--- src/rtl/tsmap_pkg.sv ---
// Package for the tick-to-nanosecond timestamp map.
// Holds the transaction payload types, calibration and pipeline types, and constants.
// No dependencies.
package tsmap_pkg;

    // Nanoseconds in one second; fits in 30 bits.
    localparam logic [29:0] NS_PER_SEC = 30'd1000000000;

    // Number of restoring division stages, one quotient bit each.
    localparam int DIV_STAGES = 64;

    // Register indexes of the configuration port.
    localparam logic [1:0] REG_REF_COUNT   = 2'd0;
    localparam logic [1:0] REG_TICK_RATE   = 2'd1;
    localparam logic [1:0] REG_REF_TIME    = 2'd2;
    localparam logic [1:0] REG_UNCERTAINTY = 2'd3;

    // Largest signed 64-bit value and magnitude of the smallest one.
    localparam logic [63:0] INT64_MAX_U   = 64'h7FFF_FFFF_FFFF_FFFF;
    localparam logic [63:0] INT64_MIN_MAG = 64'h8000_0000_0000_0000;

    typedef struct packed {
        logic [63:0] tick_value;
        logic [63:0] source_rate_hz;
    } tsmap_in_t;

    typedef struct packed {
        logic        ok;
        logic [62:0] mapped_time_ns;
        logic [63:0] uncertainty_out_ns;
    } tsmap_out_t;

    typedef struct packed {
        logic [63:0] reference_count;
        logic [63:0] tick_rate_hz;
        logic [63:0] reference_time_ns;
        logic [63:0] sample_uncertainty_ns;
    } tsmap_cal_t;

    // State of one item inside the divider.
    typedef struct packed {
        logic        live;
        logic        neg;
        logic [63:0] rem;
        logic [63:0] quo;
        logic [63:0] num;
    } tsmap_div_t;

endpackage

--- src/rtl/tsmap_front.sv ---
// Front end of the timestamp map: checks, tick difference and the scaling product.
// Three register stages. Depends on tsmap_pkg.
module tsmap_front (
    input  logic                  clk,
    input  logic                  rst_n,
    input  logic                  en,
    input  logic                  in_valid,
    input  tsmap_pkg::tsmap_in_t  in_data,
    input  tsmap_pkg::tsmap_cal_t cal,
    output logic                  out_valid,
    output tsmap_pkg::tsmap_div_t out_data
);
    import tsmap_pkg::*;

    logic        s1_valid_reg, s2_valid_reg, s3_valid_reg;
    logic        s1_live_reg, s1_neg_reg;
    logic [62:0] s1_mag_reg;
    logic        s2_live_reg, s2_neg_reg;
    logic [61:0] s2_plo_reg;
    logic [60:0] s2_phi_reg;
    tsmap_div_t  s3_reg;

    logic        s1_live_next, s1_neg_next;
    logic [63:0] mag;
    logic        cal_ok;
    logic [92:0] prod;
    tsmap_div_t  s3_next;

    // Stage 1: calibration and input checks, magnitude of the tick difference.
    always_comb
    begin
        cal_ok = (cal.reference_count != 64'd0) && (cal.tick_rate_hz != 64'd0) &&
                 !cal.reference_time_ns[63];
        s1_neg_next = in_data.tick_value < cal.reference_count;
        mag = s1_neg_next ? (cal.reference_count - in_data.tick_value)
                          : (in_data.tick_value - cal.reference_count);
        s1_live_next = cal_ok && (in_data.tick_value != 64'd0) &&
                       (in_data.source_rate_hz != 64'd0) &&
                       (in_data.source_rate_hz == cal.tick_rate_hz) && !mag[63];
    end

    // Stage 3: join the partial products and reject a quotient of 64 bits or more.
    always_comb
    begin
        prod = {31'd0, s2_plo_reg} + {s2_phi_reg, 32'd0};
        s3_next.live = s2_live_reg && ({35'd0, prod[92:64]} < cal.tick_rate_hz);
        s3_next.neg  = s2_neg_reg;
        s3_next.rem  = {35'd0, prod[92:64]};
        s3_next.quo  = 64'd0;
        s3_next.num  = prod[63:0];
    end

    // Valid bits of the three stages.
    always_ff @(posedge clk or negedge rst_n)
    begin
        if (!rst_n)
        begin
            s1_valid_reg <= 1'b0;
            s2_valid_reg <= 1'b0;
            s3_valid_reg <= 1'b0;
        end
        else if (en)
        begin
            s1_valid_reg <= in_valid;
            s2_valid_reg <= s1_valid_reg;
            s3_valid_reg <= s2_valid_reg;
        end
    end

    // Payload of the three stages; stage 2 forms two partial products.
    always_ff @(posedge clk)
    begin
        if (en)
        begin
            s1_live_reg <= s1_live_next;
            s1_neg_reg  <= s1_neg_next;
            s1_mag_reg  <= mag[62:0];
            s2_live_reg <= s1_live_reg;
            s2_neg_reg  <= s1_neg_reg;
            s2_plo_reg  <= s1_mag_reg[31:0] * NS_PER_SEC;
            s2_phi_reg  <= s1_mag_reg[62:32] * NS_PER_SEC;
            s3_reg      <= s3_next;
        end
    end

    assign out_valid = s3_valid_reg;
    assign out_data  = s3_reg;
endmodule

--- config.mk ---
export PLATFORM = sky130hd
export DESIGN_NAME = tsmap_front
export DESIGN_NICKNAME = d
export VERILOG_FILES = /design/src/rtl/tsmap_pkg.sv /design/src/rtl/tsmap_front.sv
export SDC_FILE = /design/constraint.sdc
export NUM_CORES = 2
export LEC_CHECK = 0
export BUFFER_PORTS_ARGS = -buffer_cell sky130_fd_sc_hd__buf_2
export CAP_MARGIN = 20
export CORE_MARGIN = 1.5
export CORE_UTILIZATION = 38
export CTS_BUF_LIST = sky130_fd_sc_hd__clkbuf_8
export CTS_CLUSTER_SIZE = 8
export DETAILED_ROUTE_END_ITERATION = 8
export PLACE_DENSITY_LB_ADDON = 0.15
export RECOVER_POWER = 50
export SLEW_MARGIN = 20
export SYNTH_ARGS = -nofsm -noshare
export SYNTH_HDL_FRONTEND = slang
export SYNTH_SLANG_ARGS = --single-unit
--- constraint.sdc ---
create_clock -name clk -period 13.53 [get_ports clk]
set_clock_uncertainty 0.15 [all_clocks]
set_input_delay 0.6765 -clock clk [delete_from_list [all_inputs] [get_ports clk]]
set_output_delay 0.6765 -clock clk [all_outputs]
set_load 0.005 [all_outputs]
Yosys cells after proc, flatten, opt, wreduce, memory -nomap -nowiden
Cells that the tools add are included.
- memories kept: 0
- memory bits (read-only): 0
- output and inout port bits: 195
- bits in latches: 0
- bits in writable memories: 0
- input port bits: 388
- register bits: 270
- bitwise logic cells: 0
- order comparisons: 2
- shift-type cells: 0
- multiplexer cells: 1
- multipliers: 2
- reductions and logical operators: 13
- divide/modulo/power cells: 0
- eq/ne operators: 1
- add/subtract/negate cells: 3
- operator list (kind ; count):
    64-bit nonzero test ; 4
    64-bit subtractor ; 2
    62-bit by 93-bit adder with 93-bit output ; 1
    64-bit == test ; 1
    29-bit by 64-bit < comparator with 1-bit output ; 1
    64-bit < comparator ; 1
    64-bit 2-to-1 mux ; 1
    32-bit by 21-bit multiplier with 53-bit output, second input constant ; 1
    31-bit by 21-bit multiplier with 52-bit output, second input constant ; 1
    1-bit logical AND ; 7
    1-bit logical NOT ; 2

Longest topological paths before layout
- depth in word-level cells: 7
- depth in mapped cells: 26
- mapped depth without buffers: 26

Worst setup path before layout
No wires, ideal clock.
- path type: reg-to-reg
- from: register s1_mag_reg[32]
- to: register s2_phi_reg[54], data pin
- slack: 6.581 ns
- data arrival time: 6.541 ns
- library setup time: 0.258 ns
- cell stages (with the launch flop): 22
- period minus slack after synthesis: 6.949 ns
- cells stage by stage: edfxtp_1 fa_1 inv_1 fa_1 fa_1 fa_1 inv_1 fa_1 fa_1 fa_1 ha_1 nand4_2 nor4_2 o311ai_1 a311oi_2 nor4b_4 o221ai_2 o21bai_2 and2_2 a41oi_2 o31a_1 xnor2_1
- longest elaborated chain between the ends: 1
- RTL lines (item ; RTL line ; text):
    from (decl) ; tsmap_front.sv:17 ; logic [62:0] s1_mag_reg;
    from (signal assigned) ; tsmap_front.sv:77 ; s1_mag_reg <= mag[62:0];
    31-bit by 21-bit multiplier with 52-bit output ; tsmap_front.sv:81 ; s2_phi_reg <= s1_mag_reg[62:32] * NS_PER_SEC;
    to (signal assigned) ; tsmap_front.sv:81 ;
    to (decl) ; tsmap_front.sv:20 ; logic [60:0] s2_phi_reg;
No other way between the ends.
A chain may end at the register's enable or synchronous reset.

Worst setup path in the final report
- from: register s1_mag_reg[8]
- to: register s2_plo_reg[61], data pin
- longest elaborated chain between the ends: 1
- RTL lines (item ; RTL line ; text):
    32-bit by 21-bit multiplier with 53-bit output ; tsmap_front.sv:80 ; s2_plo_reg <= s1_mag_reg[31:0] * NS_PER_SEC;
    to (signal assigned) ; tsmap_front.sv:80 ;
    to (decl) ; tsmap_front.sv:19 ; logic [61:0] s2_plo_reg;
No other way between the ends.

==> flow_metrics.py <==
metrics = {
    "clocking": {
        "clock-sinks": 261,
        "cts.clk_slew.worst_paths_ns": 0.06,
        "numCtsBuffers": 56,
        "cts_resized": 0,
        "clk_latency_ns": 0.76,
        "clk_path_buf_depth": 3,
        "post-cts-setup-buffer-count": 0,
        "cts_tree": "yes",
        "cts_root_buf": "clkbuf_8",
        "cts_max_level": 2,
    },
    "synth": {
        "syn_area_um2": 45650,
        "synthAdderAreaFrac_pct": 46.23,
        "yosysMostFrequentCell": "inv_1",
        "yosysTopAreaCellShare_pct": 27.02,
        "synth_simple_gate_area_share_pct": 6.908,
        "yosysTopAreaCell": "fa_1",
        "synth_top_family_by_area": "adder cells",
        "ys_ff_latch": 261,
        "ys_warn_count": 0,
        "synth_commonest_cells": "inv_1, ha_1, fa_1, a21oi_1, edfxtp_1",
        "postSynthAreaPerCell_um2": 9.710,
        "yosysSeqAreaShare_pct": 17.14,
        "synth-compound-area-share_pct": 12.04,
        "yosysUniqueCellTypes": 90,
        "synth_ff_type": "edfxtp_1",
        "synthArstFlopShare_pct": 1.149,
        "synth_xor_area_share_pct": 4.931,
        "synth_edf_count": 258,
        "synth_area_leaders": "fa_1, ha_1, edfxtp_1",
        "synthMuxAreaShare_pct": 0.4907,
        "synthCells": 4701,
    },
    "placement": {
        "gp_congestion": 0.9303,
        "port_buffers": 347,
        "dp_hpwl_um": 122900,
    },
    "drt": {
        "vias": 33650,
        "viasPerCell": 5.029,
        "wl_per_cell_um": 21.00,
        "drt_drc_violations_left": 0,
        "routed_wl_um": 140500,
        "drt_iter0_drc": 2176,
        "dr.pass1.iters": 6,
        "ant_nets": 0,
    },
    "cells_and_area": {
        "largest_reg_flops": 86,
        "multi_input_area_um2": 32630,
        "n_fill_cell": 12050,
        "syn_to_final_growth_pct": 9.336,
        "finalNetCount": 6744,
        "drive_gt1_share_pct": 8.792,
        "register_area_um2": 7823,
    },
    "run": {
        "drv_cap": 3,
    },
    "min_path": {
        "worst_hold_path_type": "in2async",
    },
    "setup_path": {
        "reg2reg_to": "s2_plo_reg[61]$_DFFE_PP_",
        "cp-end-kind": "flip-flop",
        "regToRegSetupSlack_ns": 4.85,
        "cp.arrival_ns": 9.04,
        "critPathMaxFanout": 8,
        "reg2regPathDepth": 23,
        "rr_startpoint": "s1_mag_reg[8]$_DFFE_PP_",
        "start_kind": "flip-flop",
        "path_class": "reg2reg",
        "required_ns": 13.89,
    },
    "grt": {
        "grt_max_degree": 86,
        "grt_overflow": 0,
        "antenna_found_initial": 20,
        "globalRouteTotalUtil_pct": 23.28,
        "grt_pass1_wl_um": 212800,
        "grt_pass1_vias": 34430,
    },
    "timing": {
        "final.period_utilization_pct": 64.13,
        "fmax_ghz": 0.1153,
        "finalCriticalPeriod_ns": 8.676,
        "worstMarginPinSlew_ns": 5.050,
        "setup_violations": 0,
        "finalHoldViolCount": 0,
        "maxSlewViolCount": 210,
        "finalSetupTns_ns": 0,
        "rsz0062_at_grt": "false",
        "slew_headroom_pct": -236.7,
    },
    "floorplan": {
        "dieArea_um2": 122200,
        "row_count": 126,
        "ios": 583,
        "die_h_um": 349.6,
        "coreArea_um2": 118600,
        "initial_core_util_pct": 38.50,
        "die_width_um": 349.6,
    },
    "status": {
        "status": "complete, but fails checks",
        "violations": "capacitance limit, slew limit",
    },
}
==> what timing repair did <==
item | 4_1_cts | 5_1_grt
endpoints found under the hold margin | 4 | 0
hold buffers | 2 | 0
endpoints found under the setup margin | 0 | 0
==> cell usage in the layout (no fill, tap or decap), types with 19 or more instances in the layout <==
| master | Yosys | layout |
|---|---|---|
| clkbuf_1 | 57 | 33 |
| a211oi_1 | 25 | 25 |
| nor3_1 | 26 | 26 |
| edfxtp_1 | 258 | 258 |
| nand2_1 | 140 | 140 |
| mux2i_1 | 19 | 19 |
| conb_1 | 1 | 108 |
| inv_1 | 1180 | 1185 |
| o21ai_1 | 42 | 42 |
| a21oi_1 | 285 | 285 |
| xnor2_1 | 172 | 172 |
| ha_1 | 701 | 701 |
| nor2_1 | 134 | 134 |
| nor4_1 | 77 | 77 |
| o211ai_1 | 22 | 22 |
| o21ai_0 | 129 | 129 |
| clkbuf_8 | 0 | 56 |
| xor2_1 | 85 | 85 |
| a21o_1 | 134 | 134 |
| nand3_1 | 48 | 48 |
| o21bai_1 | 51 | 51 |
| buf_2 | 19 | 315 |
| nand2b_1 | 26 | 26 |
| nand4_1 | 73 | 73 |
| nor2b_1 | 28 | 28 |
| and3_1 | 21 | 21 |
| o21a_1 | 32 | 32 |
| fa_1 | 616 | 616 |
==> layout make-up <==
| type | count | share of cell area, % |
|---|---|---|
| diodes | 7 | 0.03510 |
| clock buffers | 56 | 1.544 |
| clock inverters | 47 | 0.8599 |
| inverters | 1181 | 8.882 |
| multi-input cells | 3178 | 65.39 |
| flip-flops and latches | 261 | 15.67 |
| well taps | 1600 | 4.011 |
| repair buffers | 361 | 3.605 |
==> through the flow <==
stage          cell area, um2  util (%)  setup slack (ns)  instances  hold WS [ns]
2_1_floorplan           46050         -             6.581       4808        0.2309
3_3_place_gp            48730     41.10             4.889       6579        0.2507
3_5_place_dp            48730     41.10             4.913       6579        0.2545
4_1_cts                 49950     42.13             4.803       6684       0.01774
5_1_grt                 49900     42.09             4.663       6688       0.08698
6_report                49910     42.10             4.854       6691        0.1390
==> critical path, stage by stage (launching register included) <==
cell and delay (ns):
edfxtp_1 0.58, ha_1 0.44, inv_1 0.08, fa_1 0.53
inv_1 0.04, ha_1 0.18, fa_1 0.48, inv_1 0.05
fa_1 0.49, fa_1 0.51, inv_1 0.06, fa_1 0.45
ha_1 0.43, a211oi_1 0.46, nand3_1 0.14, a211oi_1 0.86
o2111a_1 0.32, o21ai_1 0.15, a2111oi_1 0.84, nor2_1 0.21
a41o_1 0.33, o211ai_1 0.19, o21ai_1 0.16, xnor2_1 0.30
==> worst max-delay path by stage <==
stage	startpoint	end	slack, ns	cells after the start
after floorplan	s1_mag_reg[32]$_DFFE_PP_	s2_phi_reg[54]$_DFFE_PP_	6.58	21
after global placement	s1_mag_reg[8]$_DFFE_PP_	s2_plo_reg[61]$_DFFE_PP_	4.89	23
after detailed placement	s1_mag_reg[8]$_DFFE_PP_	s2_plo_reg[61]$_DFFE_PP_	4.91	23
after CTS	s1_mag_reg[8]$_DFFE_PP_	s2_plo_reg[61]$_DFFE_PP_	4.80	23
after global routing	s1_mag_reg[8]$_DFFE_PP_	s2_plo_reg[61]$_DFFE_PP_	4.66	23
final	s1_mag_reg[8]$_DFFE_PP_	s2_plo_reg[61]$_DFFE_PP_	4.85	23
==> layer usage <==
| metal | vias up | GRT usage [%] | wire (um) |
|---|---|---|---|
| met5 | - | 0 | 137 |
| met4 | 18 | 7.196 | 4579 |
| met3 | 175 | 3.498 | 8050 |
| met2 | 939 | 34.88 | 59920 |
| met1 | 16580 | 34.36 | 67840 |
| li1 | 15940 | - | - |
==> cell families after synthesis <==
group           after synthesis
buf+inv                    1369
fa+ha+maj                  1317
compound gates              860
simple gates                614
flops                       261
xor+xnor                    257
mux                          22
other cells                   1
Power is left out: the tool's default activity adds up to more than one toggle a clock period on the data nets, which glitch-free logic cannot reach.
