## src/rtl/tsmap_pkg.sv

```systemverilog
// Package for the tick-to-nanosecond timestamp map.
// Holds the transaction payload types, calibration and pipeline types, and constants.
// No dependencies.
package tsmap_pkg;

    // Nanoseconds in one second; fits in 30 bits.
    localparam logic [29:0] NS_PER_SEC = 30'd1000000000;

    // Number of restoring division stages, one quotient bit each.
    localparam int DIV_STAGES = 64;

    // Register indexes of the configuration port.
    localparam logic [1:0] REG_REF_COUNT   = 2'd0;
    localparam logic [1:0] REG_TICK_RATE   = 2'd1;
    localparam logic [1:0] REG_REF_TIME    = 2'd2;
    localparam logic [1:0] REG_UNCERTAINTY = 2'd3;

    // Largest signed 64-bit value and magnitude of the smallest one.
    localparam logic [63:0] INT64_MAX_U   = 64'h7FFF_FFFF_FFFF_FFFF;
    localparam logic [63:0] INT64_MIN_MAG = 64'h8000_0000_0000_0000;

    typedef struct packed {
        logic [63:0] tick_value;
        logic [63:0] source_rate_hz;
    } tsmap_in_t;

    typedef struct packed {
        logic        ok;
        logic [62:0] mapped_time_ns;
        logic [63:0] uncertainty_out_ns;
    } tsmap_out_t;

    typedef struct packed {
        logic [63:0] reference_count;
        logic [63:0] tick_rate_hz;
        logic [63:0] reference_time_ns;
        logic [63:0] sample_uncertainty_ns;
    } tsmap_cal_t;

    // State of one item inside the divider.
    typedef struct packed {
        logic        live;
        logic        neg;
        logic [63:0] rem;
        logic [63:0] quo;
        logic [63:0] num;
    } tsmap_div_t;

endpackage

```

## src/rtl/tsmap_back.sv

```systemverilog
// Back end of the timestamp map: range checks, the final add and the result register.
// Depends on tsmap_pkg.
module tsmap_back (
    input  logic                  clk,
    input  logic                  rst_n,
    input  logic                  en,
    input  logic                  in_valid,
    input  tsmap_pkg::tsmap_div_t in_data,
    input  tsmap_pkg::tsmap_cal_t cal,
    output logic                  out_valid,
    output tsmap_pkg::tsmap_out_t out_data
);
    import tsmap_pkg::*;

    logic       valid_reg;
    tsmap_out_t data_reg;
    tsmap_out_t data_next;
    logic [63:0] sum;
    logic [63:0] q;
    logic        rem_nz;
    logic        good;

    // Range of the scaled difference, then the sum against the reference time.
    always_comb
    begin
        q      = in_data.quo;
        rem_nz = in_data.rem != 64'd0;
        if (!in_data.neg)
        begin
            sum  = cal.reference_time_ns + q;
            good = in_data.live && !((q > INT64_MAX_U) || ((q == INT64_MAX_U) && rem_nz)) &&
                   !sum[63];
        end
        else
        begin
            sum  = cal.reference_time_ns - q;
            good = in_data.live &&
                   !((q > INT64_MIN_MAG) || ((q == INT64_MIN_MAG) && rem_nz)) &&
                   !(q > cal.reference_time_ns);
        end
        data_next.ok                 = good;
        data_next.mapped_time_ns     = good ? sum[62:0] : 63'd0;
        data_next.uncertainty_out_ns = good ? cal.sample_uncertainty_ns : 64'd0;
    end

    always_ff @(posedge clk or negedge rst_n)
    begin
        if (!rst_n)
        begin
            valid_reg <= 1'b0;
        end
        else if (en)
        begin
            valid_reg <= in_valid;
        end
    end

    always_ff @(posedge clk)
    begin
        if (en)
        begin
            data_reg <= data_next;
        end
    end

    assign out_valid = valid_reg;
    assign out_data  = data_reg;
endmodule

```

## config.mk

```make
export PLATFORM = sky130hd
export DESIGN_NAME = tsmap_back
export DESIGN_NICKNAME = d
export VERILOG_FILES = /design/src/rtl/tsmap_pkg.sv /design/src/rtl/tsmap_back.sv
export SDC_FILE = /design/constraint.sdc
export NUM_CORES = 1
export LEC_CHECK = 0
export BUFFER_PORTS_ARGS = -buffer_cell sky130_fd_sc_hd__buf_4
export CELL_PAD_IN_SITES_DETAIL_PLACEMENT = 1
export CELL_PAD_IN_SITES_GLOBAL_PLACEMENT = 1
export CORE_AREA = 2 2 227 229
export CTS_CLUSTER_SIZE = 14
export DETAILED_ROUTE_END_ITERATION = 12
export DIE_AREA = 0 0 229 231
export GPL_ROUTABILITY_DRIVEN = 0
export PLACE_DENSITY_LB_ADDON = 0.08
export SLEW_MARGIN = 5
export SYNTH_ARGS = -nofsm -noshare
export SYNTH_HDL_FRONTEND = slang
export SYNTH_SLANG_ARGS = --single-unit
```

## constraint.sdc

```tcl
create_clock -name clk -period 0.8 [get_ports clk]
set_input_delay 0.08 -clock clk [delete_from_list [all_inputs] [get_ports clk]]
set_output_delay 0.08 -clock clk [all_outputs]
set_load 0.005 [all_outputs]
```

# [After elaboration in Yosys (flattened, before gate mapping)]
# Cells that the tools add are included.
[op_classes] add_sub_neg=2 order_cmp=3 eq_ne=2 n_mux=2 reduce_logical=13
[ops] operator="64-bit adder" n=1
[ops] operator="64-bit by 63-bit == test with 1-bit output, second input constant" n=1
[ops] operator="64-bit == test, second input constant" n=1
[ops] operator="64-bit by 63-bit greater-than comparator with 1-bit output, second input constant" n=1
[ops] operator="64-bit greater-than comparator" n=1
[ops] operator="64-bit greater-than comparator, second input constant" n=1
[ops] operator="64-bit nonzero test" n=1
[ops] operator="63-bit two-way mux" n=1
[ops] operator="63-bit subtractor" n=1
[ops] operator="1-bit logical AND" n=6
[ops] operator="1-bit logical NOT" n=4
[ops] operator="1-bit logical OR" n=2
[ops] operator="1-bit two-way mux" n=1
[word_totals] ff_bits=129 input_bits=454 output_inout_bits=129

# [Longest topological paths before layout]
# Gate-level depths: netlist (run 1).
[logic_depth] depth_word=7 ltp_mapped=16 mapped_depth_nobuf=14

# [Worst setup path after synthesis (run 1)]
# Ideal clock, no wire load.
[synth_path] path_kind="in2reg" startpoint="input port in_data[105] in the netlist's numbering" endpoint="register data_reg (netlist bit out_data[34]), data pin" setup_ps=255 arrival_time_ps=2711 required_time_ps=545 slack_ps=-2166 path_stages=15 n_path_buf=3 path_cell_list="inv_1 ha_1 buf_6 or3_4 nor4_4 nand2_1 or4_1 o211ai_1 a21oi_1 a31o_1 nor2_4 inv_4 buf_6 buf_6 and2_1"
[synth_via] elab_chain_cells=7 elab_cells_between_ends=19
[synth_rtl] item="start, declared" line_no="tsmap_back.sv:8" text="input tsmap_pkg::tsmap_div_t in_data,"
[synth_rtl] item="parallel branches: the longest is 6 deep, another holds 64-bit by 63-bit greater-than comparator with 1-bit output"
[synth_rtl] item="1-bit two-way mux (*)" line_no="tsmap_back.sv:28" text="if (!in_data.neg)"
[synth_rtl] item="end signal, assigned" line_no="tsmap_back.sv:62" text="data_reg <= data_next;"
[synth_rtl] item="end, declared" line_no="tsmap_back.sv:16" text="tsmap_out_t data_reg;"
# Every way passes the cells marked *.
# A chain may end at the register's enable or synchronous reset.

# [Final worst setup path (run 1)]
[layout_path] startpoint="input port in_data[69] in the netlist's numbering" endpoint="register data_reg (netlist bit out_data[112]), data pin"
[layout_via] elab_chain_cells=7 elab_cells_between_ends=21
[layout_rtl] item="parallel branches: the longest is 7 deep, another holds 64-bit by 63-bit greater-than comparator with 1-bit output"
# Several ways; the timed one is not identified.

==> flow_summary.json, run 1 <==
{
  "htree_levels": 4,
  "hold_viol": 0,
  "power_switching_uw": 13100,
  "diodes": 0,
  "yosysUniqueCellTypes": 79,
  "ys_seq_area_frac": 0.271,
  "clk_pin_slew_ps": 70,
  "timing.final.ws_setup_ps": -2120,
  "grt_antenna_before_repair": 1,
  "cp-end-kind": "register",
  "start_util": 0.281,
  "wl_um": 84300,
  "failed_checks": "negative setup slack",
  "overflow": 0,
  "wl_per_cell_um": 23.4,
  "worstHoldEndpoint": "out_data[119]$_SDFFCE_PN0P_",
  "max_freq_mhz": 342,
  "portBuffers": 390,
  "pwr-share-clk": 0.245,
  "p_int_uw": 22100,
  "ff2ff_path_depth": 1,
  "relSlewSlack": 0.546,
  "die_area_mm2": 0.0529,
  "ys_seq_elements": 129,
  "status": "finished, violations left",
  "fin_cells": 3604,
  "io_pins": 583,
  "track_usage": 0.310,
  "grt_pass1_vias": 20193,
  "post_drt_via_cell_ratio": 5.17,
  "cts_tree": "yes",
  "syn_avg_cell_area_um2": 8.08,
  "r2r-start": "out_valid$_DFFE_PN0P_",
  "startpoint_type": "primary input",
  "vias": 18623,
  "combPwrFrac": 0.519,
  "first_iter_violations": 1066,
  "grt_max_degree": 43,
  "synth_nets": 2411,
  "synth-edff-count": 128,
  "yosys-top-cells-area": "edfxtp_1 (27%), ha_1 (17%), a21oi_1 (7.1%), inv_1 (5.0%), nor2_1 (4.2%)",
  "whs_path_depth": 2,
  "grt_pass1_wl_um": 124000,
  "synth_most_common_cell": "a21oi_1",
  "die_x_um": 229,
  "coreArea_mm2": 0.0507,
  "crit_arrival_ps": 3160,
  "chipHeight_um": 231,
  "yosysTopAreaCellShare": 0.270,
  "ys_top_cells_by_count": "a21oi_1 (203), inv_1 (191), ha_1 (189)",
  "layout_min_cycle_time_ps": 2920,
  "finalPower_uw": 35300,
  "synthFlopType": "edfxtp_1",
  "async_flop_share": 0.00775,
  "min_path_type": "in -> reg",
  "synth_top_cell_by_area": "edfxtp_1",
  "synthCells": 1766,
  "drive_gt1_frac": 0.526,
  "path_class": "in -> reg",
  "skew_ps": 0,
  "pwr-share-seq": 0.237,
  "clk_latency_ps": 480,
  "post-route-util": 0.544,
  "rows": 83,
  "yosys_warnings": 0,
  "cts_buffers": 17,
  "r2r_setup_slack_ps": 50,
  "peakVddDrop_mv": 1.56,
  "num-nets-final": 3557,
  "worstReg2RegEnd": "out_valid$_DFFE_PN0P_",
  "cp.required_ps": 1040,
  "place_inst": 3411,
  "dpl.hpwl_um": 64100,
  "cellPowerDensity_mw_per_mm2": 1280,
  "cts-root-buf": "clkbuf_16",
  "cts_sinks": 129,
  "crit_fanout": 7,
  "cap_violations": 0,
  "clk_path_buf_depth": 2,
  "slew_viol_final": 0,
  "synthesis.area_mm2": 0.0143,
  "dr.pass1.iters": 5,
  "worst_pin_slew_ps": 673,
  "hp-start": "en",
  "drc": 0,
  "rsz0062_at_grt": "yes",
  "drtAntennaViolNets": 0,
  "leakage_uw": 0.0126,
  "finalCritPeriodShare": 3.65,
  "syn2layout_area_growth_pct": 93.4,
  "final-setup-viol-count": 258,
  "swShare": 0.373
}
## cell usage in the layout (no fill, tap or decap), types with 22 or more instances in the layout
cell           netlist  layout
nor2_4               1      47
nand2_1             83      75
nor4_1              61      50
buf_4                0     995
ha_1               189     144
nand3_1             35      29
and2_4               0      49
o21ai_0             86      57
o31ai_1             29      22
edfxtp_1           128     128
ha_4                 0      33
buf_6                5     103
nor3_1              40      31
nand4_1             56      56
a21oi_1            203     168
a21oi_2              1      32
xnor2_1             52      36
inv_1              191     166
o21bai_1            31      29
dlygate4sd3_1        0      69
nor2_1             161      98
buf_12               0      23
## final cells by class
cell class              instances  area [µm²]
fillers                      5957       23100
multi-input cells            1361       11400
repair buffers               1199        9970
flip-flops and latches        129        3870
well taps                     680         851
inverters                     196         777
clock buffers                  17         425
clock inverters                14         179
repair inverters                8         130
## state kept, by name, summed over array words and instances, names as in the netlist
register and cells:
out_data 128, out_valid 1
## routing by layer
metal	part of all wire	vias up	GRT usage
met4	0.033	2	0.105
met1	0.42	9163	0.379
met2	0.49	642	0.549
li1	-	8683	-
met3	0.052	133	0.0519
met5	0.00013	-	0
## worst max-delay path by stage
stage	depth (start not counted)	from	endpoint
final	20	in_data[69]	out_data[112]$_SDFFCE_PN0P_
after detailed placement	19	cal[64]	out_data[118]$_SDFFCE_PN0P_
after floorplan	14	cal[105]	out_data[34]$_SDFFCE_PN0P_
after global placement	18	in_data[64]	out_data[118]$_SDFFCE_PN0P_
after CTS	20	cal[64]	out_data[126]$_SDFFCE_PN0P_
after global routing	19	cal[64]	out_data[116]$_SDFFCE_PN0P_
## critical path, stage by stage
cell and delay, ps:
buf_12 100, clkinv_4 50, ha_4 220, buf_6 120, buf_6 120, nor2_2 110
a211o_1 200, o211ai_1 130, buf_4 170, nor3b_4 160, or2_4 250, o211ai_1 230
a21oi_2 120, a31o_1 270, nor2_4 180, buf_8 140, buf_6 120, buf_6 140
buf_16 170, nor2_1 60
## stage by stage
step	worst slack, ps	TNS (ps)	instance area, µm²	hold slack [ps]
floorplan	-2000	-248140	14500	-216
global placement	-2910	-336630	22900	-145
detailed placement	-2960	-355140	22900	-142
CTS	-2070	-270130	26900	83.0
global route	-2190	-306160	27600	86.2
finish	-2120	-295220	27600	110
## cell families after synthesis
family	share of synthesized area
simple gates	0.210
buf+inv	0.0769
xor+xnor	0.0338
flops	0.271
compound gates	0.230
fa+ha+maj	0.169
mux	0.00921
## power groups by stage
stage / Combinational [µW] / Clock, µW / Sequential (µW)
2_1_floorplan: 5680 / 0 / 8430
3_3_place_gp: 14100 / 0 / 8400
3_5_place_dp: 14300 / 0 / 8410
4_1_cts: 17200 / 8720 / 8300
5_1_grt: 19400 / 9040 / 8390
6_report: 18300 / 8630 / 8350
## repair_timing
item	in CTS	in global routing
gates resized for setup	446	163
setup buffers	78	19
hold buffers	69	1
endpoints found under the setup margin	257	258
gates cloned	15	0
hold endpoints to repair	67	2
pin swaps	144	115
Note: power is estimated with default switching activity, not from simulation.
==> inputs of run 2 (changes only) <==
- CORE_AREA: 2 2 227 229 -> 2 2 228 230
- DIE_AREA: 0 0 229 231 -> 0 0 230 232
- clock period: 0.8 -> 3.5 ns (I/O delays scaled with it)
==> run 2 against run 1 <==
- the run now ends clean
- critical path depth down 6
- utilization down 11 points
- die area up 0.87%
- hold slack better by 27 ps
- clock power down 77%
- non-clock buffer count down 349
- first-iteration DRC count down 3.7%
- wire length down 14%
==> flow_summary.json, run 2 (synthesis gave the netlist of run 1 again) <==
{
  "portBuffers": 390,
  "crit_path_end": "out_data[125]$_SDFFCE_PN0P_",
  "layout_commonest_cell": "buf_4",
  "pwr-share-clk": 0.291,
  "clk_latency_ps": 450,
  "min_path_type": "in -> reg",
  "track_usage": 0.267,
  "hold_viol": 0,
  "startpoint_type": "primary input",
  "htree_levels": 4,
  "swShare": 0.358,
  "crit_start": "in_data[67]",
  "place_inst": 3213,
  "cts_sinks": 129,
  "wl_um": 72500,
  "place_ws_ps": -772,
  "slew_viol_final": 0,
  "overflow": 0,
  "p_int_uw": 4460,
  "cts_tree": "yes",
  "grt_antenna_before_repair": 4,
  "clk_path_buf_depth": 2,
  "r2r_setup_slack_ps": 2760,
  "drive_gt1_frac": 0.360,
  "cap_violations": 0,
  "r2r-start": "out_valid$_DFFE_PN0P_",
  "cp-end-kind": "register",
  "finalPower_uw": 6940,
  "cts-root-buf": "clkbuf_16",
  "timing.final.ws_setup_ps": 81.7,
  "syn2layout_area_growth_pct": 53.6,
  "die_x_um": 230,
  "chipHeight_um": 232,
  "final-setup-viol-count": 0,
  "peakVddDrop_mv": 0.349,
  "max_freq_mhz": 293,
  "vias": 16730,
  "cts_buffers": 17,
  "grt_pass1_wl_um": 108000,
  "dr.pass1.iters": 5,
  "fin_cells": 3247,
  "pwr-share-seq": 0.272,
  "drc": 0,
  "worst_pin_slew_ps": 756,
  "relSlewSlack": 0.491,
  "drtAntennaViolNets": 0,
  "wl_per_cell_um": 22.3,
  "skew_ps": 0,
  "rsz0062_at_grt": "yes",
  "clk_pin_slew_ps": 70,
  "finalCritPeriodShare": 0.977,
  "path_class": "in -> reg",
  "start_util": 0.280,
  "grt_pass1_vias": 17824,
  "post_drt_via_cell_ratio": 5.15,
  "crit_arrival_ps": 3620,
  "io_pins": 583,
  "layout_min_cycle_time_ps": 3420,
  "combPwrFrac": 0.437,
  "grt_max_degree": 66,
  "power_switching_uw": 2480,
  "num-nets-final": 3200,
  "layout_common_cells": "buf_4 (845), a21oi_1 (200), inv_1 (191)",
  "diodes": 0,
  "largest_register_ffs": 128,
  "worstReg2RegEnd": "out_valid$_DFFE_PN0P_",
  "cellPowerDensity_mw_per_mm2": 317,
  "ff2ff_path_depth": 1,
  "dpl.hpwl_um": 61300,
  "die_area_mm2": 0.0534,
  "cp.required_ps": 3700,
  "status": "finished, final reports clean",
  "leakage_uw": 0.0103,
  "coreArea_mm2": 0.0509,
  "first_iter_violations": 1027,
  "crit_fanout": 3,
  "rows": 83
}
run 2: cell types whose count changed in the layout (fill, tap and decap cells not counted), sizes merged:
cell and delta:
bufinv +1, clkinvlp -1, inv -7, dlygate4sd3 -68, buf -281, clkinv -1
run 2: timing repair:
item,CTS,global route
resized for setup,3,28
hold buffers,1,0
hold endpoints to repair,1,0
endpoints found under the setup margin,11,50
pin swaps,0,8
setup buffers,0,2
run 2: layout make-up:
type / instances / area [µm²]
clock inverters: 14 / 204
repair buffers: 850 / 6420
fillers: 6224 / 29000
flip-flops and latches: 129 / 3870
multi-input cells: 1361 / 9390
clock buffers: 17 / 425
well taps: 680 / 851
inverters: 196 / 738
run 2: metrics by stage:
step                      setup TNS (ps)  hold WS (ps)  utilization  area [µm²]
after global routing                -128           123        0.430       21900
after detailed placement          -41430           128        0.416       21200
final                                  0           137        0.430       21900
after floorplan                        0          54.4            -       14300
after global placement            -29450           125        0.416       21200
after CTS                              0           109        0.428       21800
run 2: power by group through the flow:
stage / clock [µW] / combinational (µW) / sequential, µW
final: 2020 / 3030 / 1890
after global routing: 2120 / 3280 / 1900
after floorplan: 0 / 1250 / 1930
after CTS: 2080 / 3000 / 1890
after detailed placement: 0 / 2980 / 1920
after global placement: 0 / 2940 / 1920
run 2: worst max-delay path: stages:
cell and delay (ps):
buf_4 150, buf_4 150, ha_1 220, buf_4 150, or4_1 590, o211ai_1 290
o211ai_1 260, nor2_1 160, o22a_1 270, a21oi_1 140, o21ai_0 420, o21ai_0 210
a21oi_1 180, nor3b_1 60
run 2: how the worst min path moves through the flow:
stage | start | endpoint | slack [ps] | cells past startpoint
detailed placement | rst_n | out_valid$_DFFE_PN0P_ | 130 | 1
floorplan | rst_n | out_valid$_DFFE_PN0P_ | 50 | 0
global route | in_valid | out_valid$_DFFE_PN0P_ | 120 | 2
finish | in_valid | out_valid$_DFFE_PN0P_ | 140 | 2
CTS | in_valid | out_valid$_DFFE_PN0P_ | 110 | 2
global placement | rst_n | out_valid$_DFFE_PN0P_ | 130 | 1
run 2: per-layer routing:
metal / up-vias / share of wire / global-route usage
met3: 77 / 0.059 / 0.0463
met5: - / 0.00063 / 0
li1: 7960 / - / -
met1: 8160 / 0.45 / 0.346
met4: 8 / 0.022 / 0.0675
met2: 525 / 0.47 / 0.460
