--- config.mk ---
export PLATFORM = sky130hd
export DESIGN_NAME = tsmap_div_stage
export DESIGN_NICKNAME = d
export VERILOG_FILES = /design/src/rtl/tsmap_pkg.sv /design/src/rtl/tsmap_div_stage.sv
export SDC_FILE = /design/constraint.sdc
export NUM_CORES = 1
export LEC_CHECK = 0
export BUFFER_PORTS_ARGS = -buffer_cell sky130_fd_sc_hd__buf_2
export CORE_AREA = 2 2 175 177
export CTS_CLUSTER_DIAMETER = 50
export CTS_CLUSTER_SIZE = 20
export DETAILED_ROUTE_END_ITERATION = 16
export DIE_AREA = 0 0 177 179
export GPL_TIMING_DRIVEN = 0
export PLACE_DENSITY = 0.71
export RECOVER_POWER = 25
export SLEW_MARGIN = 20
export SYNTH_ARGS = -nofsm -noshare
export SYNTH_HDL_FRONTEND = slang
export SYNTH_SLANG_ARGS = --single-unit
--- constraint.sdc ---
create_clock -name clk -period 1.2 [get_ports clk]
set_input_delay 0.06 -clock clk [delete_from_list [all_inputs] [get_ports clk]]
set_output_delay 0.06 -clock clk [all_outputs]
set_load 0.01 [all_outputs]
--- src/rtl/tsmap_pkg.sv ---
// Package for the tick-to-nanosecond timestamp map.
// Holds the transaction payload types, calibration and pipeline types, and constants.
// No dependencies.
package tsmap_pkg;

    // Nanoseconds in one second; fits in 30 bits.
    localparam logic [29:0] NS_PER_SEC = 30'd1000000000;

    // Number of restoring division stages, one quotient bit each.
    localparam int DIV_STAGES = 64;

    // Register indexes of the configuration port.
    localparam logic [1:0] REG_REF_COUNT   = 2'd0;
    localparam logic [1:0] REG_TICK_RATE   = 2'd1;
    localparam logic [1:0] REG_REF_TIME    = 2'd2;
    localparam logic [1:0] REG_UNCERTAINTY = 2'd3;

    // Largest signed 64-bit value and magnitude of the smallest one.
    localparam logic [63:0] INT64_MAX_U   = 64'h7FFF_FFFF_FFFF_FFFF;
    localparam logic [63:0] INT64_MIN_MAG = 64'h8000_0000_0000_0000;

    typedef struct packed {
        logic [63:0] tick_value;
        logic [63:0] source_rate_hz;
    } tsmap_in_t;

    typedef struct packed {
        logic        ok;
        logic [62:0] mapped_time_ns;
        logic [63:0] uncertainty_out_ns;
    } tsmap_out_t;

    typedef struct packed {
        logic [63:0] reference_count;
        logic [63:0] tick_rate_hz;
        logic [63:0] reference_time_ns;
        logic [63:0] sample_uncertainty_ns;
    } tsmap_cal_t;

    // State of one item inside the divider.
    typedef struct packed {
        logic        live;
        logic        neg;
        logic [63:0] rem;
        logic [63:0] quo;
        logic [63:0] num;
    } tsmap_div_t;

endpackage

--- src/rtl/tsmap_div_stage.sv ---
// One stage of the pipelined restoring divider: settles one quotient bit.
// Depends on tsmap_pkg.
module tsmap_div_stage (
    input  logic                  clk,
    input  logic                  rst_n,
    input  logic                  en,
    input  logic [63:0]           divisor,
    input  logic                  in_valid,
    input  tsmap_pkg::tsmap_div_t in_data,
    output logic                  out_valid,
    output tsmap_pkg::tsmap_div_t out_data
);
    import tsmap_pkg::*;

    logic       valid_reg;
    tsmap_div_t data_reg;
    tsmap_div_t data_next;
    logic [64:0] trial;
    logic [64:0] diff;
    logic        ge;

    // Shift in the next numerator bit and subtract the divisor when it fits.
    always_comb
    begin
        trial = {in_data.rem, in_data.num[63]};
        diff  = trial - {1'b0, divisor};
        ge    = trial >= {1'b0, divisor};
        data_next.live = in_data.live;
        data_next.neg  = in_data.neg;
        data_next.rem  = ge ? diff[63:0] : trial[63:0];
        data_next.quo  = {in_data.quo[62:0], ge};
        data_next.num  = {in_data.num[62:0], 1'b0};
    end

    always_ff @(posedge clk or negedge rst_n)
    begin
        if (!rst_n)
        begin
            valid_reg <= 1'b0;
        end
        else if (en)
        begin
            valid_reg <= in_valid;
        end
    end

    always_ff @(posedge clk)
    begin
        if (en)
        begin
            data_reg <= data_next;
        end
    end

    assign out_valid = valid_reg;
    assign out_data  = data_reg;
endmodule

======== Word-level counts from Yosys, hierarchy flattened ========
Index checks and enable logic that the tools add are counted.
cells by class
  magnitude comparators ................... 1
  $add $sub $neg .......................... 1
  muxes and demuxes ....................... 1
operators by type and width
  operator          count
  $ge A65 B64 Y1    1
  $mux W64          1
  $sub A64 B64 Y64  1
word-level totals
  output and inout bits ................... 195
  bits of input ports ..................... 262
  logic and storage cells ................. 9
  bits in registers ....................... 194

======== Depth between registers and ports, before layout ========
Gate-level depths: netlist of the first run.
  word-level depth ........................ 2
  mapped depth ............................ 15
  depth with buffers taken out ............ 13

======== Worst setup path after synthesis of the first run ========
OpenSTA, ideal clock, no wires.
  path kind ............................... input to register
  start ................................... in divisor[2]
  end ..................................... reg data_reg, in the netlist out_data[144] (data pin)
  library setup time ...................... 0.260 ns
  path slack .............................. -1.673 ns
  data arrival time ....................... 2.613 ns
  required time ........................... 0.940 ns
  cell stages on the path ................. 14
  buffers on the path ..................... 2
  path through ............................ inv_1 ha_1 nor2_1 a211oi_2 nor2_1 o21bai_2 a31oi_2 o41ai_4 a31oi_4 o21ai_4 a31oi_1 buf_6 buf_6 mux2_4
RTL lines
  element               line                   source
  from (decl)           tsmap_div_stage.sv:7   input logic [63:0] divisor,
  to (signal assigned)  tsmap_div_stage.sv:51  data_reg <= data_next;
  to (decl)             tsmap_div_stage.sv:16  tsmap_div_t data_reg;

==> results.txt, run 1 <==
critical path class: primary input to flip-flop
# DRC: 0
YS warnings: 0
worst-path fanout max: 3
layout cells sized above 1: 45.5%
worst slack, placed: -2.36 ns
CP Data Arrival Time: 2.79 ns
Hold Crit Class: primary input to flip-flop
smallest setup slack after layout: -1.38 ns
Area Growth Syn to Fin: 62.7%
post-synth net total: 1260
Max Clk Rate: 388 MHz
total power: 21.3 mW
fin util: 59.6%
initial antenna violation count: 8
Req. time, crit path: 1.41 ns
DRT met1 WL: 17300 µm
Clock Skew: 0 ns
Synth async-reset ratio: 0.515%
Leak: 7.82 nW
vias per cell: 5.08
Port Buffers: 454
H-tree levels: 4
WHS: 0.0152 ns
routed wire length on met2: 21100 µm
peak supply drop: 979 µV
final hold vios: 0
Non-Filler Instances: 2054
Clock transition at path regs: 0.08 ns
worst-margin pin slew: 1.36 ns
DRT Pass-1 Iters: 5
Rel. slew slack: 9.47%
ys flop type: edfxtp_1
Placed Area: 14200 µm²
Max Used Layer: met5
Post-Syn Area per Cell: 11.8 µm²
Syn Inst Count: 933
crit-path most repeated cell: o211ai_1
vias after detailed routing: 10400
Post-Route WL: 43000 µm
max_cap viols: 0
setup violators final: 170
num rows: 64
slack of the worst reg-to-reg path: 0.42 ns
cell breakdown of the critical path: buf_6, ha_4, fa_2, nand2b_4, a211oi_4, o21ai_1, o211ai_1, a21oi_4, o211ai_1, buf_4, a21o_1, a31oi_2, xnor2_1, mux2_4
fill count: 2392
core area: 30000 µm²
RSZ-0062 raised after global routing: yes
Comb pwr share: 32.0%
status: finished, violations left
Cell Area, Synth: 11000 µm²
slowest cell on the critical path: fa_2
Yosys reg bits: 194
post-synthesis cell type count: 58
CTS Buf Count: 17
Detailed Route Iter0 Violations: 786
switching pwr: 6.30 mW
clk root buf: clkbuf_16
first-pass GRT wire length: 60900 µm
Initial Utilization: 36.6%
die width: 177 µm
worst-case clock buffer depth: 2
Detail Placement HPWL: 31300 µm
Seq pwr share: 40.0%
CTS tree: done
Startpoint Class: primary input
Routed Antenna Nets: 0
largest net degree at the start of global routing: 106
Post-synth EDFFs: 193
Power Internal: 15.0 mW
cell area after layout: 17900 µm²
Ports: 457
total track usage: 25.9%
setup tns final: -115.88 ns
pins over their slew limit: 0
nets: 1968
GPL Wtd Cong: 0.908
WL per Instance: 20.9 µm
CP endpoint kind: flip-flop
Final period util: 215%
worst-skew pair later-pin latency: 0.44 ns
Sink Count: 194
failing checks: negative setup slack
P per Cell Area: 1190 nW/µm²
met3 wire length: 3000 µm
die height: 179 µm
register area share after synthesis: 52.9%
Placed Cells incl. Taps: 1784
vias in the first global route: 10400
Congestion Overflow GR: 0
Sw Ratio: 29.5%
clock share of power: 28.0%
Die ar.: 31700 µm²
Max stage delay on crit path: 0.34 ns
minimum clock period: 2.58 ns
==> final cells by class <==
| class | instances | area, µm² | share of cell area, % |
|---|---|---|---|
| Antenna cell | 6 | 15.0 | 0.0839 |
| Buffer | 13 | 153 | 0.853 |
| Clock buffer | 19 | 433 | 2.42 |
| Clock inverter | 11 | 154 | 0.860 |
| Inverter | 80 | 320 | 1.79 |
| Multi-Input combinational cell | 627 | 5610 | 31.3 |
| Sequential cell | 194 | 5820 | 32.5 |
| Tap cell | 396 | 495 | 2.77 |
| Timing Repair Buffer | 708 | 4890 | 27.3 |
==> flip-flops by register name, summed over array words and instances, names as in the netlist <==
name       cells
out_data     193
out_valid      1
==> power by group through the flow <==
stage / sequential [mW] / combinational, mW / clock, mW
2_1_floorplan: 9.09 / 2.88 / 0
3_3_place_gp: 8.69 / 5.37 / 0
3_5_place_dp: 8.67 / 5.45 / 0
4_1_cts: 8.53 / 6.50 / 6.11
5_1_grt: 8.61 / 7.29 / 6.30
6_report: 8.54 / 6.83 / 5.98
==> worst paths after layout <==
path / startpoint / end / cells after the start
max reg2reg: out_valid$_DFFE_PN0P_ / out_valid$_DFFE_PN0P_ / 1
min in group asynchronous: rst_n / out_valid$_DFFE_PN0P_ / 3
min reg2reg: out_valid$_DFFE_PN0P_ / out_valid$_DFFE_PN0P_ / 1
max: divisor[0] / out_data[188]$_DFFE_PP_ / 14
max in group asynchronous: rst_n / out_valid$_DFFE_PN0P_ / 3
min: in_data[128] / out_data[129]$_DFFE_PP_ / 3
==> critical path: cells and delay by family <==
family | cells | cell delay [ns]
adders and majority gates | 2 | 0.50
muxes | 1 | 0.28
buffers and inverters | 2 | 0.27
xor gates and xnor gates | 1 | 0.16
AOI/OAI and AO/OA | 7 | 1.33
and+or+nand+nor | 1 | 0.17
==> cells in the mapped netlist (all sizes together) (8+ instances only) <==
cell type    n  area, µm²
a21o        31        233
a21oi       88        440
a31oi       11       90.1
and3         8       50.1
buf          9       83.8
clkbuf      23       86.3
edfxtp     193       5800
ha          64        801
inv         80        300
mux2        62        871
nand2       66        248
nand3       11       55.1
nand4       22        138
nor2        49        184
nor3        16       80.1
o211ai       9       67.6
o21ai       43        226
o21bai      18        139
xnor2       32        280
xor2        26        228
==> what timing repair did <==
action                                 4_1_cts  5_1_grt
setup endpoints to repair                   66       65
hold buffers                               193        0
gates cloned                                 3        2
endpoints found under the hold margin      192        0
setup buffers                               37       21
gates resized for setup                    103       72
pin swaps                                   38       40
==> metal layers <==
layer,GRT usage [%],up-vias
met5,0,-
met4,10.2,4
met3,6.23,84
met2,45.1,431
met1,30.8,5045
li1,-,4880
==> cell families after synthesis <==
logic type / share of synthesized area (%)
AO/OA/AOI/OAI: 14.1
XOR/XNOR: 4.62
adder cells (fa/ha/maj): 7.46
buffers and inverters: 4.28
flip-flops: 52.9
multiplexers: 8.19
other: 0.0341
AND/OR/NAND/NOR: 8.38
==> cell usage in the layout, fill, tap and decap left out, types with 13 or more instances in the layout <==
| cell | n |
|---|---|
| a21o_1 | 30 |
| a21oi_1 | 63 |
| a21oi_2 | 13 |
| buf_2 | 437 |
| buf_4 | 53 |
| buf_6 | 14 |
| clkbuf_16 | 19 |
| dlygate4sd3_1 | 193 |
| edfxtp_1 | 193 |
| ha_1 | 27 |
| ha_4 | 26 |
| inv_1 | 63 |
| mux2_2 | 16 |
| mux2_4 | 46 |
| nand2_1 | 56 |
| nand4_1 | 22 |
| nor2_1 | 43 |
| nor3_1 | 13 |
| o21ai_0 | 28 |
| o21bai_1 | 16 |
| xnor2_1 | 32 |
| xor2_1 | 26 |
Power figures use the tool's default switching activity.
==> inputs of run 2 (changes only) <==
==> constraint.sdc (replaced) <==
create_clock -name clk -period 1.2 [get_ports clk]
set_input_delay 0.24 -clock clk [delete_from_list [all_inputs] [get_ports clk]]
set_output_delay 0.24 -clock clk [all_outputs]
set_load 0.01 [all_outputs]
==> run 2 against run 1 <==
- the run still ends with negative setup slack left
- clock skew unchanged
- clock power about the same
- final area down 2.3%
- critical path type unchanged
- largest cell class unchanged
==> results.txt, run 2 (same netlist as run 1, synthesis figures left out) <==
cell area after layout: 17500 µm²
Placed Area: 14200 µm²
max_cap viols: 0
setup tns final: -105.36 ns
Congestion Overflow GR: 0
nets: 1912
multi-input logic area: 5600 µm²
Detail Placement HPWL: 31300 µm
H-tree levels: 4
layout cells sized above 1: 47.4%
worst-skew pair later-pin latency: 0.44 ns
worst-margin pin slew: 0.924 ns
Die ar.: 31700 µm²
CP endpoint kind: flip-flop
WHS: 0.0281 ns
worst slack, placed: -2.54 ns
status: finished, violations left
num rows: 64
RSZ-0062 raised after global routing: yes
Clock Skew: 0 ns
vias per cell: 5.11
vias after detailed routing: 10200
die width: 177 µm
Detailed Route Iter0 Violations: 698
GPL Wtd Cong: 0.908
Placed Cells incl. Taps: 1784
failing checks: negative setup slack
largest net degree at the start of global routing: 92
commonest non-fill, non-tap cells in the layout: buf_2 (425), edfxtp_1 (193), dlygate4sd3_1 (129), inv_1 (65), a21oi_1 (63)
DRT Pass-1 Iters: 5
Leak: 7.67 nW
core area: 30000 µm²
WL per Instance: 21.4 µm
worst-path fanout max: 6
Non-Filler Instances: 2001
fill count: 2449
Routed Antenna Nets: 0
CTS tree: done
Req. time, crit path: 1.40 ns
minimum clock period: 2.77 ns
Largest register FFs: 193
Rel. slew slack: 38.4%
Post-Route WL: 42900 µm
Ports: 457
vias in the first global route: 10100
pins over their slew limit: 0
register area: 5820 µm²
smallest setup slack after layout: -1.57 ns
Area Growth Syn to Fin: 59.0%
worst-case clock buffer depth: 2
setup violators final: 222
CP Data Arrival Time: 2.96 ns
first-pass GRT wire length: 59500 µm
Initial Utilization: 36.6%
clk root buf: clkbuf_16
Sink Count: 194
Hold Crit Class: primary input to flip-flop
initial antenna violation count: 14
Final period util: 231%
most common cell after layout, fill and taps aside: buf_2
# DRC: 0
critical path class: primary input to flip-flop
final hold vios: 0
Port Buffers: 454
P per Cell Area: 1220 nW/µm²
Max Clk Rate: 361 MHz
CTS Buf Count: 17
Clock transition at path regs: 0.07 ns
peak supply drop: 968 µV
total track usage: 25.6%
Startpoint Class: primary input
die height: 179 µm
run 2: area by class of cell:
| cell class | count | area share, % |
|---|---|---|
| plain buffers | 13 | 0.895 |
| inverters | 80 | 1.83 |
| clock buffers | 19 | 2.48 |
| clock inverters | 11 | 0.880 |
| diodes | 9 | 0.129 |
| multi-input cells | 627 | 32.0 |
| well taps | 396 | 2.83 |
| flip-flops and latches | 194 | 33.3 |
| repair buffers | 652 | 25.6 |
run 2: metal layers:
layer / vias up / wire length, µm / track usage [%]
met5: - / 80 / 0
met4: 12 / 1730 / 12.1
met3: 85 / 3410 / 7.36
met2: 435 / 20800 / 43.5
met1: 4921 / 16800 / 29.8
li1: 4768 / - / -
run 2: path summary, 6_finish.rpt:
path / start / endpoint / slack, ns / cells past startpoint
max reg2reg: out_valid$_DFFE_PN0P_ / out_valid$_DFFE_PN0P_ / 0.46 / 1
min in group asynchronous: rst_n / out_valid$_DFFE_PN0P_ / 0.08 / 2
min reg2reg: out_valid$_DFFE_PN0P_ / out_valid$_DFFE_PN0P_ / 0.51 / 1
max in group asynchronous: rst_n / out_valid$_DFFE_PN0P_ / 1.02 / 2
min: in_valid / out_valid$_DFFE_PN0P_ / 0.03 / 2
max: divisor[2] / out_data[155]$_DFFE_PP_ / -1.57 / 17
run 2: what timing repair did:
action	4_1_cts	5_1_grt
hold endpoints to repair	129	0
cloned	4	4
pin swaps	38	34
resized for setup	131	65
buffers inserted	37	25
hold buffers	129	0
endpoints found under the setup margin	358	259
run 2: critical path, stage by stage:
cell	delay, ns
buf_2	0.09
inv_2	0.04
ha_4	0.27
nor2_2	0.05
a211oi_4	0.26
nor2_4	0.07
o21bai_4	0.15
a31oi_4	0.13
o41ai_4	0.21
buf_4	0.19
a31oi_4	0.12
o21ai_4	0.20
a31oi_4	0.18
buf_12	0.22
buf_12	0.13
buf_16	0.13
mux2_4	0.29
run 2: through the flow:
step                util, %  power [mW]
CTS                    56.5        21.1
detailed placement     47.4        14.1
global route           58.2        22.2
finish                 58.2        21.3
global placement       47.3        14.1
floorplan                 -        12.0
run 2: power by group:
group | switching, mW | total, mW | internal [mW]
sequential | 0.196 | 8.54 | 8.35
clock | 2.68 | 5.98 | 3.30
combinational | 3.43 | 6.81 | 3.37
==> inputs of run 3 (changes only) <==
--- a/config.mk
+++ b/config.mk
@@ -6,13 +6,15 @@
 export NUM_CORES = 1
 export LEC_CHECK = 0
 export BUFFER_PORTS_ARGS = -buffer_cell sky130_fd_sc_hd__buf_2
-export CORE_AREA = 2 2 175 177
+export CELL_PAD_IN_SITES_DETAIL_PLACEMENT = 0
+export CELL_PAD_IN_SITES_GLOBAL_PLACEMENT = 1
+export CORE_AREA = 2 2 179 181
 export CTS_CLUSTER_DIAMETER = 50
 export CTS_CLUSTER_SIZE = 20
 export DETAILED_ROUTE_END_ITERATION = 16
-export DIE_AREA = 0 0 177 179
+export DIE_AREA = 0 0 181 183
 export GPL_TIMING_DRIVEN = 0
-export PLACE_DENSITY = 0.71
+export PLACE_DENSITY = 0.85
 export RECOVER_POWER = 25
 export SLEW_MARGIN = 20
 export SYNTH_ARGS = -nofsm -noshare
==> run 3 against run 2 <==
- die area up 4.5%
- combinational power down 0.9%
- clock skew unchanged
- the flow still finishes with violations (negative setup slack)
- non-clock buffer count down 7
- worst hold slack better by 0.017 ns
- core utilization down 2.4 points
- count of clock-buffer cells in the layout down 1
- largest power group unchanged
- critical path depth down 1
==> results.txt, run 3 (same netlist as run 1, synthesis figures left out) <==
status: finished, violations left
failing checks: negative setup slack
vias after detailed routing: 10100
Sink Count: 194
Die ar.: 33100 µm²
first-pass GRT wire length: 60200 µm
Max Clk Rate: 379 MHz
clock share of power: 26.6%
slowest cell on the critical path: mux2_4
critical path class: primary input to flip-flop
final hold vios: 0
Detail Placement HPWL: 31300 µm
Rel. slew slack: 47.9%
minimum clock period: 2.64 ns
total track usage: 24.3%
worst-case clock buffer depth: 2
WL per Instance: 21.1 µm
Routed Antenna Nets: 0
smallest setup slack after layout: -1.44 ns
Largest register FFs: 193
core area: 31200 µm²
Comb pwr share: 32.4%
clk root buf: clkbuf_16
Clock transition at path regs: 0.07 ns
# DRC: 0
r2r endpoint: out_valid$_DFFE_PN0P_
CTS Buf Count: 17
Ports: 457
fill count: 2631
num rows: 65
Req. time, crit path: 1.40 ns
setup violators final: 291
vias in the first global route: 10100
P per Cell Area: 1200 nW/µm²
die height: 183 µm
setup tns final: -111.21 ns
CP endpoint kind: flip-flop
Power Internal: 14.4 mW
Post-Route WL: 42300 µm
switching pwr: 6.42 mW
pins over their slew limit: 0
hold wc startpoint: in_valid
Congestion Overflow GR: 0
slack of the worst reg-to-reg path: 0.43 ns
Buf+Inv Stages, Crit Path: 5
layout cells sized above 1: 47.4%
Final period util: 220%
total power: 20.9 mW
Initial Utilization: 35.2%
nets: 1905
Startpoint Class: primary input
die width: 181 µm
stages on the worst setup path: 16
Max stage delay on crit path: 0.30 ns
Hold Crit Class: primary input to flip-flop
Non-Filler Instances: 2002
CTS tree: done
Detailed Route Iter0 Violations: 633
Worst Reg-to-Reg Cells: 1
RSZ-0062 raised after global routing: yes
Placed Cells incl. Taps: 1791
crit-path most repeated cell: a31oi_4
Area Growth Syn to Fin: 58.5%
Sw Ratio: 30.8%
max_cap viols: 0
Port Buffers: 454
worst-margin pin slew: 0.781 ns
critical path's top delay family: compound AO/OA/AOI/OAI gates
Leak: 7.61 nW
DRT Pass-1 Iters: 5
cell breakdown of the critical path: buf_8, inv_4, ha_4, nand2b_4, a211oi_4, nor2_4, o21bai_4, a31oi_4, o41ai_4, buf_4, a31oi_4, o21ai_4, a31oi_4, clkbuf_16, buf_12, mux2_4
worst-path fanout max: 5
commonest non-fill, non-tap cells in the layout: buf_2 (419), edfxtp_1 (193), dlygate4sd3_1 (127), a21oi_1 (66), inv_1 (64)
most common cell after layout, fill and taps aside: buf_2
CP Data Arrival Time: 2.84 ns
largest net degree at the start of global routing: 68
worst-skew pair later-pin latency: 0.44 ns
H-tree levels: 4
Hold Path Depth: 2
GPL Wtd Cong: 0.888
worst r2r src: out_valid$_DFFE_PN0P_
Hold Path End: out_valid$_DFFE_PN0P_
initial antenna violation count: 15
Seq pwr share: 41.0%
peak supply drop: 923 µV
Clock Skew: 0 ns
vias per cell: 5.04
run 3: cell types whose count changed in the layout (fill, tap and decap cells not counted), moves of 4 or more:
cell / change
clkinv_4: +5
buf_4: -4
buf_6: +4
buf_2: -6
run 3: timing repair:
item	CTS	global route
gates resized for setup	143	61
buffers inserted	38	18
cloned	3	4
hold buffers	127	0
endpoints found under the hold margin	127	0
setup endpoints to repair	325	263
pin swaps	41	23
run 3: worst max path at each step:
stage | from | to
floorplan | divisor[4] | out_data[144]$_DFFE_PP_
finish | divisor[1] | out_data[152]$_DFFE_PP_
global placement | en | out_valid$_DFFE_PN0P_
global route | divisor[3] | out_data[184]$_DFFE_PP_
CTS | in_data[128] | out_data[185]$_DFFE_PP_
detailed placement | in_data[63] | out_data[190]$_DFFE_PP_
run 3: cell type report:
cell class                      count  area [µm²]  share of cell area [%]
Tap cell                          402         503                    2.89
Antenna cell                       10        25.0                   0.144
Timing Repair Buffer              644        4410                    25.3
Multi-Input combinational cell    627        5630                    32.3
Inverter                           80         320                    1.84
Clock inverter                     13         123                   0.704
Sequential cell                   194        5820                    33.4
Buffer                             14         175                    1.01
Clock buffer                       18         429                    2.46
run 3: per-stage QoR:
stage | util (%) | cell area, µm² | setup slack (ns) | hold WS (ns)
3_5_place_dp | 45.7 | 14300 | -2.56 | 0.0159
6_report | 55.8 | 17400 | -1.44 | 0.0451
4_1_cts | 54.3 | 16900 | -1.46 | 0.00461
3_3_place_gp | 45.5 | 14200 | -2.86 | 0.0151
5_1_grt | 55.8 | 17400 | -1.53 | 0.0346
2_1_floorplan | - | 11400 | -1.67 | -0.0556
run 3: layer usage:
| layer | global-route usage, % | routed length (µm) |
|---|---|---|
| met5 | 0 | 88 |
| met4 | 11.3 | 1660 |
| met3 | 6.27 | 3070 |
| met2 | 40.7 | 20400 |
| met1 | 29.6 | 17100 |
run 3: power groups by stage:
stage / logic, mW / clock network (mW) / registers (mW)
5_1_grt: 7.22 / 5.90 / 8.61
6_report: 6.75 / 5.55 / 8.55
3_3_place_gp: 5.39 / 0 / 8.69
4_1_cts: 6.42 / 5.70 / 8.53
3_5_place_dp: 5.46 / 0 / 8.66
2_1_floorplan: 2.88 / 0 / 9.09
